## config.mk

```make
export PLATFORM = sky130hd
export DESIGN_NAME = rtp_h264_depacketizer_unit
export DESIGN_NICKNAME = d
export VERILOG_FILES = /design/src/hdl/rhd_pkg.sv /design/src/hdl/rtp_h264_depacketizer_unit.sv /design/src/hdl/rhd_tsdiv.sv /design/src/hdl/rhd_front.sv /design/src/hdl/rhd_fifo.sv /design/src/hdl/rhd_back.sv
export SDC_FILE = /design/constraint.sdc
export NUM_CORES = 1
export LEC_CHECK = 0
export ABC_AREA = 1
export ABC_CLOCK_PERIOD_IN_PS = 11400
export BUFFER_PORTS_ARGS = -buffer_cell sky130_fd_sc_hd__buf_4
export CAP_MARGIN = 10
export CORE_MARGIN = 4
export CORE_UTILIZATION = 65
export CTS_CLUSTER_SIZE = 40
export DETAILED_ROUTE_END_ITERATION = 10
export GPL_TIMING_DRIVEN = 0
export HOLD_SLACK_MARGIN = 0.15
export PLACE_DENSITY = 0.8
export SYNTH_ARGS = -nofsm -noshare
export SYNTH_HDL_FRONTEND = slang
export SYNTH_SLANG_ARGS = --single-unit
export TNS_END_PERCENT = 5
```

## constraint.sdc

```tcl
create_clock -name clk -period 11.4 [get_ports clk]
set_input_delay 2.28 -clock clk [delete_from_list [all_inputs] [get_ports clk]]
set_output_delay 2.28 -clock clk [all_outputs]
set_load 0.02 [all_outputs]
```

## src/hdl/rhd_pkg.sv

```systemverilog
// ----------------------------------------------------------------------------
// rhd_pkg
// Shared types and constants of the RTP H.264 depacketizer.
// ----------------------------------------------------------------------------
package rhd_pkg;

	localparam int LEN_BITS_DEF = 16;
	localparam int Q_DEPTH      = 4;
	localparam int Q_PTR_BITS   = $clog2(Q_DEPTH);

	localparam logic [31:0] CLOCK_RATE_RST = 32'd90000;
	localparam logic [31:0] CLOCK_RATE_DEF = 32'd1000;

	localparam logic [4:0] NAL_SINGLE_MAX = 5'd5;
	localparam logic [4:0] NAL_DROP_MAX   = 5'd23;
	localparam logic [4:0] NAL_STAP_A     = 5'd24;
	localparam logic [4:0] NAL_FU_A       = 5'd28;

	typedef enum logic [1:0] {
		ST_OK       = 2'd0,
		ST_UNSUP    = 2'd1,
		ST_FU_SHORT = 2'd2,
		ST_OVERRUN  = 2'd3
	} status_t;

	typedef enum logic [3:0] {
		PH_IDLE,
		PH_SKIP,
		PH_SINGLE,
		PH_AGG_HI,
		PH_AGG_LO,
		PH_AGG_NAL,
		PH_FU_HDR,
		PH_FU_BODY,
		PH_FU_BODY_END
	} phase_t;

	typedef enum logic [1:0] {
		TS_IDLE,
		TS_MUL,
		TS_DIV,
		TS_DONE
	} ts_state_t;

	// one request per input byte that yields results
	typedef struct packed {
		logic        sc;
		logic        has_byte;
		logic [7:0]  data;
		logic        has_stat;
		status_t     status;
		logic        fin;
		logic [31:0] time_ms;
	} cmd_t;

	typedef struct packed {
		logic        busy;
		logic        done;
		logic [31:0] quot;
	} ts_stat_t;

endpackage

```

## src/hdl/rtp_h264_depacketizer_unit.sv

```systemverilog
// ----------------------------------------------------------------------------
// rtp_h264_depacketizer_unit
// RTP H.264 payload bytes in, Annex B byte stream out.
// ----------------------------------------------------------------------------
// A byte that is not the first of a packet is taken unless the queue is full.
// The first byte of a packet with nonzero length also waits while the serial
// divider turns the extended timestamp into milliseconds, one quotient bit a
// cycle. Each accepted byte yields up to five results, one per cycle while
// res_stall is low, via a four-entry request queue, so the parser runs ahead.
module rtp_h264_depacketizer_unit import rhd_pkg::*; #(
	parameter int LEN_BITS = LEN_BITS_DEF
) (
	input  logic        clk,
	input  logic        arst_n,
	input  logic        cfg_valid,
	output logic        cfg_ready,
	input  logic [31:0] cfg_data,
	input  logic        in_valid,
	output logic        in_stall,
	input  logic [7:0]  in_byte,
	input  logic        pkt_first,
	input  logic [15:0] packet_length,
	input  logic [31:0] rtp_timestamp,
	output logic        res_valid,
	input  logic        res_stall,
	output logic        out_valid,
	output logic [7:0]  out_data,
	output logic        out_unit_start,
	output logic        out_unit_end,
	output logic [31:0] time_ms,
	output logic [1:0]  status,
	output logic        run_last
);

	logic [31:0]         clock_rate_q;
	logic [LEN_BITS-1:0] len;
	logic                new_pkt;
	logic                accept;
	logic                push, pop, empty, full;
	cmd_t                wcmd, rcmd;
	ts_stat_t            ts;

	assign cfg_ready = 1'b1;
	assign len       = packet_length[LEN_BITS-1:0];
	assign new_pkt   = pkt_first && (len != '0);
	assign in_stall  = full || (new_pkt && !ts.done);
	assign accept    = in_valid && !in_stall;

	always_ff @(posedge clk or negedge arst_n) begin
		if (!arst_n)
			clock_rate_q <= CLOCK_RATE_RST;
		else if (cfg_valid && cfg_ready)
			clock_rate_q <= cfg_data;
	end

	rhd_tsdiv u_tsdiv (
		.clk           (clk),
		.arst_n        (arst_n),
		.start         (in_valid && new_pkt && !ts.busy && !ts.done),
		.ack           (accept && new_pkt),
		.rtp_timestamp (rtp_timestamp),
		.clock_rate    (clock_rate_q),
		.stat          (ts)
	);

	rhd_front #(.LEN_BITS(LEN_BITS)) u_front (
		.clk       (clk),
		.arst_n    (arst_n),
		.accept    (accept),
		.in_byte   (in_byte),
		.pkt_first (pkt_first),
		.len       (len),
		.quot      (ts.quot),
		.push      (push),
		.cmd       (wcmd)
	);

	rhd_fifo u_fifo (
		.clk    (clk),
		.arst_n (arst_n),
		.push   (push),
		.wdata  (wcmd),
		.pop    (pop),
		.rdata  (rcmd),
		.empty  (empty),
		.full   (full)
	);

	rhd_back u_back (
		.clk            (clk),
		.arst_n         (arst_n),
		.cmd            (rcmd),
		.empty          (empty),
		.pop            (pop),
		.res_valid      (res_valid),
		.res_stall      (res_stall),
		.out_valid      (out_valid),
		.out_data       (out_data),
		.out_unit_start (out_unit_start),
		.out_unit_end   (out_unit_end),
		.time_ms        (time_ms),
		.status         (status),
		.run_last       (run_last)
	);

`ifndef SYNTHESIS
	a_pkt_needs_quot: assert property (@(posedge clk) disable iff (!arst_n)
		(accept && new_pkt) |-> ts.done) else $error("packet taken before ms ready");
	a_div_idle_after: assert property (@(posedge clk) disable iff (!arst_n)
		(accept && new_pkt) |=> !ts.done) else $error("divider not released");
	a_start_flags: assert property (@(posedge clk) disable iff (!arst_n)
		(res_valid && out_unit_start) |-> (out_valid && out_data == 8'd0))
		else $error("unit start not on start code");
`endif

endmodule

```

## src/hdl/rhd_tsdiv.sv

```systemverilog
// ----------------------------------------------------------------------------
// rhd_tsdiv
// Extended timestamp tracking and serial ms conversion, one quotient bit a cycle.
// ----------------------------------------------------------------------------
module rhd_tsdiv import rhd_pkg::*; (
	input  logic        clk,
	input  logic        arst_n,
	input  logic        start,
	input  logic        ack,
	input  logic [31:0] rtp_timestamp,
	input  logic [31:0] clock_rate,
	output ts_stat_t    stat
);

	ts_state_t   state_q, state_d;
	logic [63:0] ext_q;
	logic [31:0] prev_q;
	logic        seen_q;
	logic [31:0] div_q;
	logic [63:0] dvd_q;
	logic [31:0] rem_q;
	logic [5:0]  cnt_q;
	logic [32:0] trial;
	logic        qbit;

	assign trial = {rem_q, dvd_q[63]};
	assign qbit  = (trial >= {1'b0, div_q});

	always_ff @(posedge clk or negedge arst_n) begin
		if (!arst_n) begin
			state_q <= TS_IDLE;
			ext_q   <= '0;
			prev_q  <= '0;
			seen_q  <= 1'b0;
			cnt_q   <= '0;
		end else begin
			state_q <= state_d;
			if (state_q == TS_IDLE && start) begin
				ext_q  <= seen_q ? ext_q + {32'd0, rtp_timestamp - prev_q}
				                 : {32'd0, rtp_timestamp};
				prev_q <= rtp_timestamp;
				seen_q <= 1'b1;
			end
			if (state_q == TS_MUL)
				cnt_q <= '0;
			else if (state_q == TS_DIV)
				cnt_q <= cnt_q + 6'd1;
		end
	end

	always_ff @(posedge clk) begin
		if (state_q == TS_IDLE && start)
			div_q <= (clock_rate == '0) ? CLOCK_RATE_DEF : clock_rate;
		if (state_q == TS_MUL) begin
			dvd_q <= (ext_q << 10) - (ext_q << 4) - (ext_q << 3);
			rem_q <= '0;
		end else if (state_q == TS_DIV) begin
			dvd_q <= {dvd_q[62:0], qbit};
			rem_q <= qbit ? 32'(trial - {1'b0, div_q}) : trial[31:0];
		end
	end

	always_comb begin
		state_d = state_q;
		unique case (state_q)
			TS_IDLE: if (start) state_d = TS_MUL;
			TS_MUL:  state_d = TS_DIV;
			TS_DIV:  if (cnt_q == 6'd63) state_d = TS_DONE;
			TS_DONE: if (ack) state_d = TS_IDLE;
			default: state_d = TS_IDLE;
		endcase
		stat.busy = (state_q == TS_MUL) || (state_q == TS_DIV);
		stat.done = (state_q == TS_DONE);
		stat.quot = dvd_q[31:0];
	end

endmodule

```

## src/hdl/rhd_front.sv

```systemverilog
// ----------------------------------------------------------------------------
// rhd_front
// Packet parser: classifies each payload byte; bytes that yield results become emission requests.
// ----------------------------------------------------------------------------
module rhd_front import rhd_pkg::*; #(
	parameter int LEN_BITS = LEN_BITS_DEF
) (
	input  logic        clk,
	input  logic        arst_n,
	input  logic        accept,
	input  logic [7:0]  in_byte,
	input  logic        pkt_first,
	input  logic [LEN_BITS-1:0] len,
	input  logic [31:0] quot,
	output logic        push,
	output cmd_t        cmd
);

	phase_t              phase_q, phase_d;
	logic [LEN_BITS-1:0] bl_q, bl_d;
	logic [LEN_BITS-1:0] nal_q, nal_d;
	logic [7:0]          hi_q, hi_d;
	logic [2:0]          nri_q, nri_d;
	logic [31:0]         time_q;
	logic [4:0]          typ;
	logic [15:0]         size;
	logic                mark;
	logic                boundary;

	assign typ  = in_byte[4:0];
	assign size = {hi_q, in_byte};

	always_ff @(posedge clk or negedge arst_n) begin
		if (!arst_n) begin
			phase_q <= PH_IDLE;
			bl_q    <= '0;
			nal_q   <= '0;
			hi_q    <= '0;
			nri_q   <= '0;
			time_q  <= '0;
		end else if (accept) begin
			phase_q <= phase_d;
			bl_q    <= bl_d;
			nal_q   <= nal_d;
			hi_q    <= hi_d;
			nri_q   <= nri_d;
			if (pkt_first && len != '0)
				time_q <= quot;
		end
	end

	always_comb begin
		phase_d  = phase_q;
		bl_d     = bl_q;
		nal_d    = nal_q;
		hi_d     = hi_q;
		nri_d    = nri_q;
		mark     = 1'b0;
		boundary = 1'b0;
		cmd      = '0;
		cmd.status  = ST_OK;
		cmd.time_ms = pkt_first ? quot : time_q;
		if (pkt_first) begin
			if (len == '0) begin
				phase_d = PH_IDLE;
				bl_d    = '0;
			end else begin
				bl_d = len - 1'b1;
				if (typ <= NAL_SINGLE_MAX) begin
					cmd.sc       = 1'b1;
					cmd.has_byte = 1'b1;
					cmd.data     = in_byte;
					mark         = (bl_d == '0);
					phase_d      = PH_SINGLE;
				end else if (typ <= NAL_DROP_MAX) begin
					phase_d = PH_SKIP;
				end else if (typ == NAL_STAP_A) begin
					boundary = 1'b1;
				end else if (typ == NAL_FU_A) begin
					if (len < LEN_BITS'(3)) begin
						cmd.has_stat = 1'b1;
						cmd.status   = ST_FU_SHORT;
						phase_d      = PH_SKIP;
					end else begin
						nri_d   = in_byte[7:5];
						phase_d = PH_FU_HDR;
					end
				end else begin
					cmd.has_stat = 1'b1;
					cmd.status   = ST_UNSUP;
					phase_d      = PH_SKIP;
				end
			end
		end else if (phase_q != PH_IDLE && bl_q != '0) begin
			bl_d = bl_q - 1'b1;
			unique case (phase_q)
				PH_SINGLE, PH_FU_BODY_END: begin
					cmd.has_byte = 1'b1;
					cmd.data     = in_byte;
					mark         = (bl_d == '0);
				end
				PH_FU_BODY: begin
					cmd.has_byte = 1'b1;
					cmd.data     = in_byte;
				end
				PH_AGG_HI: begin
					hi_d    = in_byte;
					phase_d = PH_AGG_LO;
				end
				PH_AGG_LO: begin
					if (size > 16'(bl_d)) begin
						cmd.has_stat = 1'b1;
						cmd.status   = ST_OVERRUN;
						mark         = 1'b1;
						phase_d      = PH_SKIP;
					end else begin
						cmd.sc = 1'b1;
						nal_d  = size[LEN_BITS-1:0];
						if (size == 16'd0)
							boundary = 1'b1;
						else
							phase_d = PH_AGG_NAL;
					end
				end
				PH_AGG_NAL: begin
					cmd.has_byte = 1'b1;
					cmd.data     = in_byte;
					nal_d        = nal_q - 1'b1;
					if (nal_d == '0)
						boundary = 1'b1;
				end
				PH_FU_HDR: begin
					if (in_byte[7]) begin
						cmd.sc       = 1'b1;
						cmd.has_byte = 1'b1;
						cmd.data     = {nri_q, in_byte[4:0]};
					end
					phase_d = in_byte[6] ? PH_FU_BODY_END : PH_FU_BODY;
				end
				default: ;
			endcase
		end
		if (boundary) begin
			if (bl_d <= LEN_BITS'(2)) begin
				mark    = 1'b1;
				phase_d = PH_SKIP;
			end else begin
				phase_d = PH_AGG_HI;
			end
		end
		if (mark) begin
			cmd.fin = 1'b1;
			if (!cmd.sc && !cmd.has_byte && !cmd.has_stat)
				cmd.has_stat = 1'b1;
		end
		if (bl_d == '0)
			phase_d = PH_IDLE;
		push = accept && (cmd.sc || cmd.has_byte || cmd.has_stat);
	end

endmodule

```

## src/hdl/rhd_fifo.sv

```systemverilog
// ----------------------------------------------------------------------------
// rhd_fifo
// Short request queue between parser and emitter.
// ----------------------------------------------------------------------------
module rhd_fifo import rhd_pkg::*; (
	input  logic clk,
	input  logic arst_n,
	input  logic push,
	input  cmd_t wdata,
	input  logic pop,
	output cmd_t rdata,
	output logic empty,
	output logic full
);

	cmd_t                mem_q [Q_DEPTH];
	logic [Q_PTR_BITS-1:0] wp_q, rp_q;
	logic [Q_PTR_BITS:0]   cnt_q;

	assign empty = (cnt_q == '0);
	assign full  = (cnt_q == (Q_PTR_BITS+1)'(Q_DEPTH));
	assign rdata = mem_q[rp_q];

	always_ff @(posedge clk or negedge arst_n) begin
		if (!arst_n) begin
			wp_q  <= '0;
			rp_q  <= '0;
			cnt_q <= '0;
		end else begin
			if (push) wp_q <= wp_q + 1'b1;
			if (pop)  rp_q <= rp_q + 1'b1;
			cnt_q <= cnt_q + (Q_PTR_BITS+1)'(push) - (Q_PTR_BITS+1)'(pop);
		end
	end

	always_ff @(posedge clk) begin
		if (push)
			mem_q[wp_q] <= wdata;
	end

`ifndef SYNTHESIS
	a_no_overflow: assert property (@(posedge clk) disable iff (!arst_n)
		push |-> (!full || pop)) else $error("queue overflow");
	a_no_underflow: assert property (@(posedge clk) disable iff (!arst_n)
		pop |-> !empty) else $error("queue underflow");
	a_count_step: assert property (@(posedge clk) disable iff (!arst_n)
		(push && !pop) |=> !empty) else $error("queue count lost a request");
`endif

endmodule

```

## src/hdl/rhd_back.sv

```systemverilog
// ----------------------------------------------------------------------------
// rhd_back
// Emitter: expands each request into start code, data and status results.
// ----------------------------------------------------------------------------
module rhd_back import rhd_pkg::*; (
	input  logic        clk,
	input  logic        arst_n,
	input  cmd_t        cmd,
	input  logic        empty,
	output logic        pop,
	output logic        res_valid,
	input  logic        res_stall,
	output logic        out_valid,
	output logic [7:0]  out_data,
	output logic        out_unit_start,
	output logic        out_unit_end,
	output logic [31:0] time_ms,
	output logic [1:0]  status,
	output logic        run_last
);

	logic [2:0] idx_q;
	logic [2:0] n_items;
	logic       last;
	logic       load;
	logic       is_sc;

	assign n_items = (cmd.sc ? 3'd4 : 3'd0) + {2'd0, cmd.has_byte} + {2'd0, cmd.has_stat};
	assign last    = (idx_q == n_items - 3'd1);
	assign load    = !empty && (!res_valid || !res_stall);
	assign pop     = load && last;
	assign is_sc   = cmd.sc && (idx_q < 3'd4);

	always_ff @(posedge clk or negedge arst_n) begin
		if (!arst_n) begin
			idx_q     <= '0;
			res_valid <= 1'b0;
		end else begin
			if (!res_valid || !res_stall)
				res_valid <= !empty;
			if (load)
				idx_q <= last ? 3'd0 : idx_q + 3'd1;
		end
	end

	always_ff @(posedge clk) begin
		if (load) begin
			out_valid      <= !cmd.has_stat;
			out_data       <= is_sc ? {7'd0, idx_q == 3'd3} : (cmd.has_stat ? 8'd0 : cmd.data);
			out_unit_start <= is_sc && (idx_q == 3'd0);
			out_unit_end   <= cmd.fin && last;
			time_ms        <= cmd.time_ms;
			status         <= cmd.has_stat ? cmd.status : ST_OK;
			run_last       <= last;
		end
	end

endmodule
```

==> results.sh, run 1 <==
export IMPL_cts_buffer_depth=3
export IMPL_cp_arrival_ns=7.17
export IMPL_worst_slack_ns=4.77
export IMPL_max_stage_delay_ns=0.43
export IMPL_vias=33000
export IMPL_synth_area_top_cells="edfxtp_1 26%, dfrtp_1 14%, nand2_1 9.4%"
export IMPL_grt_max_degree=102
export IMPL_syn_area_um2=37300
export IMPL_syn_to_final_growth_pct=11.6
export IMPL_die_w_um=248
export IMPL_synth_area_per_cell_um2=8.23
export IMPL_leakage_nw=18.6
export IMPL_clock_fmax_mhz=151
export IMPL_synth_ff_type="edfxtp_1"
export IMPL_highest_layer="met4"
export IMPL_clk_pin_slew_ns=0.06
export IMPL_drtIter0Drc=3128
export IMPL_insertion_delay_ns=0.67
export IMPL_synth_simple_area_share=0.202
export IMPL_wl_met3_um=7900
export IMPL_tns_ns=0
export IMPL_cts_resized=0
export IMPL_postSynthCellCount=4530
export IMPL_grt_usage=0.344
export IMPL_synth_seq_area_share=0.430
export IMPL_power_density_nw_per_um2=159
export IMPL_min_period_ns=6.63
export IMPL_synth_top_cell_by_area="edfxtp_1"
export IMPL_wirelength_met1_um=44200
export IMPL_wl_per_cell_um=19.1
export IMPL_grt_overflow_total=0
export IMPL_muxShareOfSynthArea=0.00574
export IMPL_finalInstanceArea_um2=41600
export IMPL_vias_per_cell=5.94
export IMPL_num_io_pins=143
export IMPL_fp_coreArea_um2=56600
export IMPL_setup_violations_final=0
export IMPL_grt_pass1_vias=32200
export IMPL_synth_adder_area_share=0.107
export IMPL_hold_viol_final=0
export IMPL_nets=5121
export IMPL_path_common_cell="nand2_1"
export IMPL_synth_compound_area_frac=0.153
export IMPL_start_kind="input port"
export IMPL_holdWs_ns=0.486
export IMPL_synth_edf_count=326
export IMPL_hold_path_class="flip-flop to flip-flop"
export IMPL_drive_above_1_share=0.0847
export IMPL_row_count=87
export IMPL_final_cell_mix="937 x nand2_1, 531 x inv_1, 478 x o21ai_0, 474 x nor2_1, 326 x edfxtp_1"
export IMPL_gp_congestion=1.01
export IMPL_synth_distinct_cells=66
export IMPL_fin_crit_sh=0.581
export IMPL_yosys_warnings=0
export IMPL_slowest_stage="o21bai_1"
export IMPL_drt_wl_total_um=106000
export IMPL_die_h_um=248
export IMPL_antenna_left=0
export IMPL_slew_viol_final=0
export IMPL_synthArstFlopShare=0.385
export IMPL_grt_setup_unrepaired="false"
export IMPL_portBuffers=140
export IMPL_path_buf_inv=4
export IMPL_numCtsBuffers=61
export IMPL_hpwlAfterDp_um=80100
export IMPL_worstPathRequired_ns=11.94
export IMPL_cts_sinks=582
export IMPL_end_kind="flip-flop"
export IMPL_layout_commonest_cell="nand2_1"
export IMPL_criticalPathCategory="input port to flip-flop"
export IMPL_synth_nets=4910
export IMPL_critPathTopFamily="simple AND/OR/NAND/NOR gates"
export IMPL_placed_area_um2=39500
export IMPL_cts_tree="built"
export IMPL_antenna_cells=0
export IMPL_die_area_um2=61300
export IMPL_drv_cap=0
export IMPL_drc=0
export IMPL_slew_headroom=0.241
export IMPL_netlist_area_leader_share=0.262
export IMPL_ys_ff_latch=582
export IMPL_route_met2_wl_um=50400
export IMPL_htree_levels=2
export IMPL_dp_slack_ns=4.24
export IMPL_antenna_found_initial=0
export IMPL_synth_top_family_by_area="simple AND/OR/NAND/NOR gates"
export IMPL_cts_root_buffer="clkbuf_16"
export IMPL_synth_xor_area_frac=0.0307
export IMPL_status="complete, no violations"
export IMPL_cts_setup_buffers=0
export IMPL_fin_skew_ns=0.0452
export IMPL_start_util=0.659
export IMPL_dr_pass1_iters=6
export IMPL_grt_pass1_wl_um=168000
export IMPL_peakVddDrop_v=0.000191
export IMPL_worstPathMaxFanout=5
export IMPL_hold_buffers=0
export IMPL_worst_slew_pin_slew_ns=1.14
[flip-flops by register name, summed over array words and instances (netlist names), 3 cells and up]
name             count
u_front.nal_q       16
u_tsdiv.prev_q      32
u_back.time_ms      32
u_back.out_data      8
u_tsdiv.dvd_q       64
u_front.hi_q         8
u_tsdiv.cnt_q        6
u_back.idx_q         3
u_front.bl_q        16
u_fifo.cnt_q         3
u_fifo.mem_q       184
clock_rate_q        32
u_tsdiv.div_q       32
u_tsdiv.rem_q       32
u_front.phase_q      4
u_tsdiv.ext_q       61
u_front.nri_q        3
u_front.time_q      32
[synthesized netlist by cell type (9+ instances only)]
master,instances
nand2_1,937
mux2_2,19
nand4_1,38
edfxtp_1,326
dfrtp_1,215
nand2_2,11
ha_1,229
a31oi_1,49
o21ai_0,478
dfxtp_1,32
nand3_1,180
dfstp_2,9
o211ai_1,31
a21o_1,26
xnor2_1,55
o21a_1,24
o21ai_1,24
o22ai_1,46
nor2_1,474
fa_1,57
nor2_2,17
or2_2,33
nor4_1,17
xor2_1,74
nor3_1,49
o21bai_1,24
clkbuf_1,111
a21oi_1,297
buf_2,20
inv_1,532
[metal layers]
metal	vias to the layer above	track usage
li1	15600	-
met4	0	0.119
met2	1541	0.575
met5	-	0
met1	15500	0.468
met3	246	0.0430
[cells by family after synthesis]
family | count (synthesis)
AO/OA/AOI/OAI | 1035
AND/OR/NAND/NOR | 1791
flip-flops | 582
buffers and inverters | 686
adder cells (fa/ha/maj) | 286
other | 1
XOR/XNOR | 130
multiplexers | 19
[stage by stage]
step | total power [mW] | cells | util
final | 6.63 | 5550 | 0.736
after global routing | 6.95 | 5550 | 0.736
after CTS | 6.62 | 5550 | 0.736
after detailed placement | 4.54 | 5434 | 0.698
after global placement | 4.47 | 5426 | 0.694
after floorplan | 3.91 | 4530 | -
[worst paths after layout]
check                                            endpoint                      startpoint  slack (ns)  cells past startpoint
setup / recovery            u_tsdiv.ext_q[60]$_DFFE_PN0P_                rtp_timestamp[0]        4.77                     30
hold / removal             u_tsdiv.rem_q[24]$_SDFFE_PP0P_  u_tsdiv.rem_q[24]$_SDFFE_PP0P_        0.49                      2
setup reg to reg            u_tsdiv.ext_q[60]$_DFFE_PN0P_   u_tsdiv.prev_q[0]$_DFFE_PN0P_        6.32                     28
hold reg to reg            u_tsdiv.rem_q[24]$_SDFFE_PP0P_  u_tsdiv.rem_q[24]$_SDFFE_PP0P_        0.49                      2
max in group asynchronous    clock_rate_q[23]$_DFFE_PN0P_                          arst_n        8.92                      2
min in group asynchronous    u_front.nal_q[3]$_DFFE_PN0P_                          arst_n        1.52                      1
[tightest hold or removal path, stage by stage, from the launching register on]
cell	delay (ns)
dfxtp_1	0.32
nand2_1	0.06
a21oi_1	0.05
[cell type report]
type | count | area, µm²
Clock buffer | 79 | 1710
Multi-Input combinational cell | 3262 | 18600
Clock inverter | 37 | 415
Timing Repair Buffer | 148 | 1240
Buffer | 148 | 629
Tap cell | 756 | 946
Inverter | 538 | 2020
Fill cell | 4341 | 15000
Sequential cell | 582 | 16000
[power by group]
group          internal, mW  leakage, nW  switching, mW
Clock                  1.17         1.01          0.900
Sequential             2.53         5.95          0.145
Combinational         0.618         11.6           1.27
Total                  4.31         18.6           2.32
No activity file was read; power rests on OpenSTA's default activity.
==> run 2: changes to the inputs <==
--- a/config.mk
+++ b/config.mk
@@ -6,16 +6,16 @@
 export NUM_CORES = 1
 export LEC_CHECK = 0
 export ABC_AREA = 1
-export ABC_CLOCK_PERIOD_IN_PS = 11400
+export ABC_CLOCK_PERIOD_IN_PS = 5400
 export BUFFER_PORTS_ARGS = -buffer_cell sky130_fd_sc_hd__buf_4
 export CAP_MARGIN = 10
 export CORE_MARGIN = 4
-export CORE_UTILIZATION = 65
+export CORE_UTILIZATION = 57
 export CTS_CLUSTER_SIZE = 40
 export DETAILED_ROUTE_END_ITERATION = 10
 export GPL_TIMING_DRIVEN = 0
 export HOLD_SLACK_MARGIN = 0.15
-export PLACE_DENSITY = 0.8
+export PLACE_DENSITY = 0.74
 export SYNTH_ARGS = -nofsm -noshare
 export SYNTH_HDL_FRONTEND = slang
 export SYNTH_SLANG_ARGS = --single-unit
==> constraint.sdc (replaced) <==
create_clock -name clk -period 5.4 [get_ports clk]
set_input_delay 1.08 -clock clk [delete_from_list [all_inputs] [get_ports clk]]
set_output_delay 1.08 -clock clk [all_outputs]
set_load 0.02 [all_outputs]
==> run 2 against run 1 <==
Effect of this change:
- flip-flop and latch count did not move
- register-to-register slack worse by 5.7 ns
- largest cell class unchanged
- highest routed layer unchanged
- die area is 14% higher
- sequential power is 110% higher
==> results.sh, run 2 (same netlist as run 1, synthesis figures left out) <==
export IMPL_power_frac_seq=0.397
export IMPL_worst_slew_pin_slew_ns=1.12
export IMPL_cts_tree="built"
export IMPL_setup_violations_final=0
export IMPL_status="complete, no violations"
export IMPL_grt_pass1_wl_um=165000
export IMPL_dr_pass1_iters=6
export IMPL_slew_viol_final=0
export IMPL_hpwlAfterDp_um=79300
export IMPL_finalInstanceArea_um2=41900
export IMPL_clk_pin_slew_ns=0.06
export IMPL_fin_util=0.649
export IMPL_die_w_um=264
export IMPL_grt_overflow_total=0
export IMPL_antenna_left=0
export IMPL_leakage_nw=18.7
export IMPL_path_buf_inv=4
export IMPL_die_h_um=264
export IMPL_worstPathRequired_ns=5.91
export IMPL_drc=0
export IMPL_cts_setup_buffers=0
export IMPL_hold_path_class="input port to asynchronous set/reset pin"
export IMPL_power_frac_clock=0.327
export IMPL_drive_above_1_share=0.0857
export IMPL_num_fill_cells=5475
export IMPL_drtIter0Drc=2751
export IMPL_worstReg2RegStart="u_tsdiv.prev_q[2]$_DFFE_PN0P_"
export IMPL_largest_reg_flops=184
export IMPL_num_io_pins=143
export IMPL_peakVddDrop_v=0.000243
export IMPL_die_area_um2=69600
export IMPL_criticalPathCategory="input port to flip-flop"
export IMPL_rrSetupSlack_ns=0.65
export IMPL_vias_per_cell=5.68
export IMPL_portBuffers=140
export IMPL_drv_cap=0
export IMPL_cts_buffer_depth=3
export IMPL_slowest_stage="fa_1"
export IMPL_tns_ns=0
export IMPL_grt_setup_unrepaired="false"
export IMPL_max_flop_register="u_fifo.mem_q"
export IMPL_slew_headroom=0.245
export IMPL_start_util=0.578
export IMPL_row_count=93
export IMPL_pwr_share_comb=0.276
export IMPL_wl_per_cell_um=18.2
export IMPL_dp_slack_ns=-0.468
export IMPL_fin_skew_ns=0.0199
export IMPL_placed_area_um2=39600
export IMPL_sw_frac_of_total=0.339
export IMPL_final_cell_mix="937 x nand2_1, 531 x inv_1, 478 x o21ai_0, 472 x nor2_1, 326 x edfxtp_1"
export IMPL_grt_max_degree=110
export IMPL_hold_viol_final=0
export IMPL_vias=32100
export IMPL_end_kind="flip-flop"
export IMPL_numCtsBuffers=67
export IMPL_antenna_found_initial=1
export IMPL_nets=5126
export IMPL_reg2regPathDepth=22
export IMPL_start_kind="input port"
export IMPL_fp_coreArea_um2=64600
export IMPL_layout_commonest_cell="nand2_1"
export IMPL_cts_root_buffer="clkbuf_16"
export IMPL_worst_slack_ns=0.351
export IMPL_worstPathMaxFanout=6
export IMPL_clock_fmax_mhz=198
export IMPL_switchingPower_mw=4.83
export IMPL_path_common_cell="nand2_1"
export IMPL_fin_crit_sh=0.935
export IMPL_htree_levels=3
export IMPL_cp_arrival_ns=5.56
export IMPL_rr_endpoint="u_tsdiv.ext_q[58]$_DFFE_PN0P_"
export IMPL_gp_congestion=1.03
export IMPL_insertion_delay_ns=0.62
export IMPL_p_int_mw=9.41
export IMPL_syn_to_final_growth_pct=12.4
export IMPL_max_stage_delay_ns=0.43
export IMPL_cts_sinks=582
export IMPL_min_period_ns=5.05
export IMPL_critPathTopFamily="simple AND/OR/NAND/NOR gates"
export IMPL_totalPowerFinal_mw=14.2
export IMPL_drt_wl_total_um=103000
export IMPL_grt_usage=0.290
export IMPL_reg_largest_list="u_fifo.mem_q (184), u_tsdiv.dvd_q (64), u_tsdiv.ext_q (61)"
export IMPL_grt_pass1_vias=31200
export IMPL_power_density_nw_per_um2=339
[run 2: cell types whose count changed in the layout (fill, tap and decap cells not counted), sizes merged]
cell	before	now
bufinv	4	7
clkbuf	190	197
diode	0	1
buf	185	184
clkinvlp	8	1
clkinv	22	24
[run 2: timing repair]
item,CTS,global route
resized for setup,0,10
hold buffers,0,0
endpoints found under the setup margin,0,19
[run 2: per-layer routing]
| layer | wire [µm] | vias up | track usage |
|---|---|---|---|
| met5 | 0 | - | 0 |
| met4 | 3790 | 0 | 0.101 |
| met3 | 7080 | 234 | 0.0373 |
| met2 | 47500 | 1169 | 0.479 |
| met1 | 44400 | 15100 | 0.400 |
| li1 | - | 15600 | - |
[run 2: final cells by class]
class	instances	area [µm²]	share of cell area
antenna	1	2.50	0.0000597
buffer	148	629	0.0150
clock buffer	86	1830	0.0436
clock inverter	35	452	0.0108
inverter	538	2020	0.0482
multi-input combinational	3262	18700	0.445
sequential	582	16000	0.383
tap	855	1070	0.0255
timing repair buffer	147	1210	0.0289
[run 2: worst max path at each step]
stage / slack (ns) / cells after the start / end / startpoint
after floorplan: 0.86 / 31 / u_tsdiv.ext_q[60]$_DFFE_PN0P_ / rtp_timestamp[0]
after global placement: -0.44 / 30 / u_tsdiv.ext_q[60]$_DFFE_PN0P_ / rtp_timestamp[0]
after detailed placement: -0.47 / 30 / u_tsdiv.ext_q[60]$_DFFE_PN0P_ / rtp_timestamp[0]
after CTS: 0.16 / 29 / u_tsdiv.ext_q[44]$_DFFE_PN0P_ / rtp_timestamp[0]
after global routing: 0.02 / 30 / u_tsdiv.ext_q[44]$_DFFE_PN0P_ / rtp_timestamp[0]
final: 0.35 / 27 / u_tsdiv.ext_q[53]$_DFFE_PN0P_ / rtp_timestamp[0]
[run 2: through the flow]
step | hold WS (ns) | cells
2_1_floorplan | 0.448 | 4530
3_3_place_gp | 0.468 | 5525
3_5_place_dp | 0.470 | 5532
4_1_cts | 0.263 | 5653
5_1_grt | 0.273 | 5654
6_report | 0.284 | 5654
[run 2: power by group through the flow]
stage	sequential, mW	clock [mW]	combinational, mW
global placement	5.72	0	3.75
detailed placement	5.72	0	3.88
finish	5.64	4.66	3.93
global route	5.70	4.91	4.38
floorplan	5.90	0	2.36
CTS	5.64	4.73	3.91
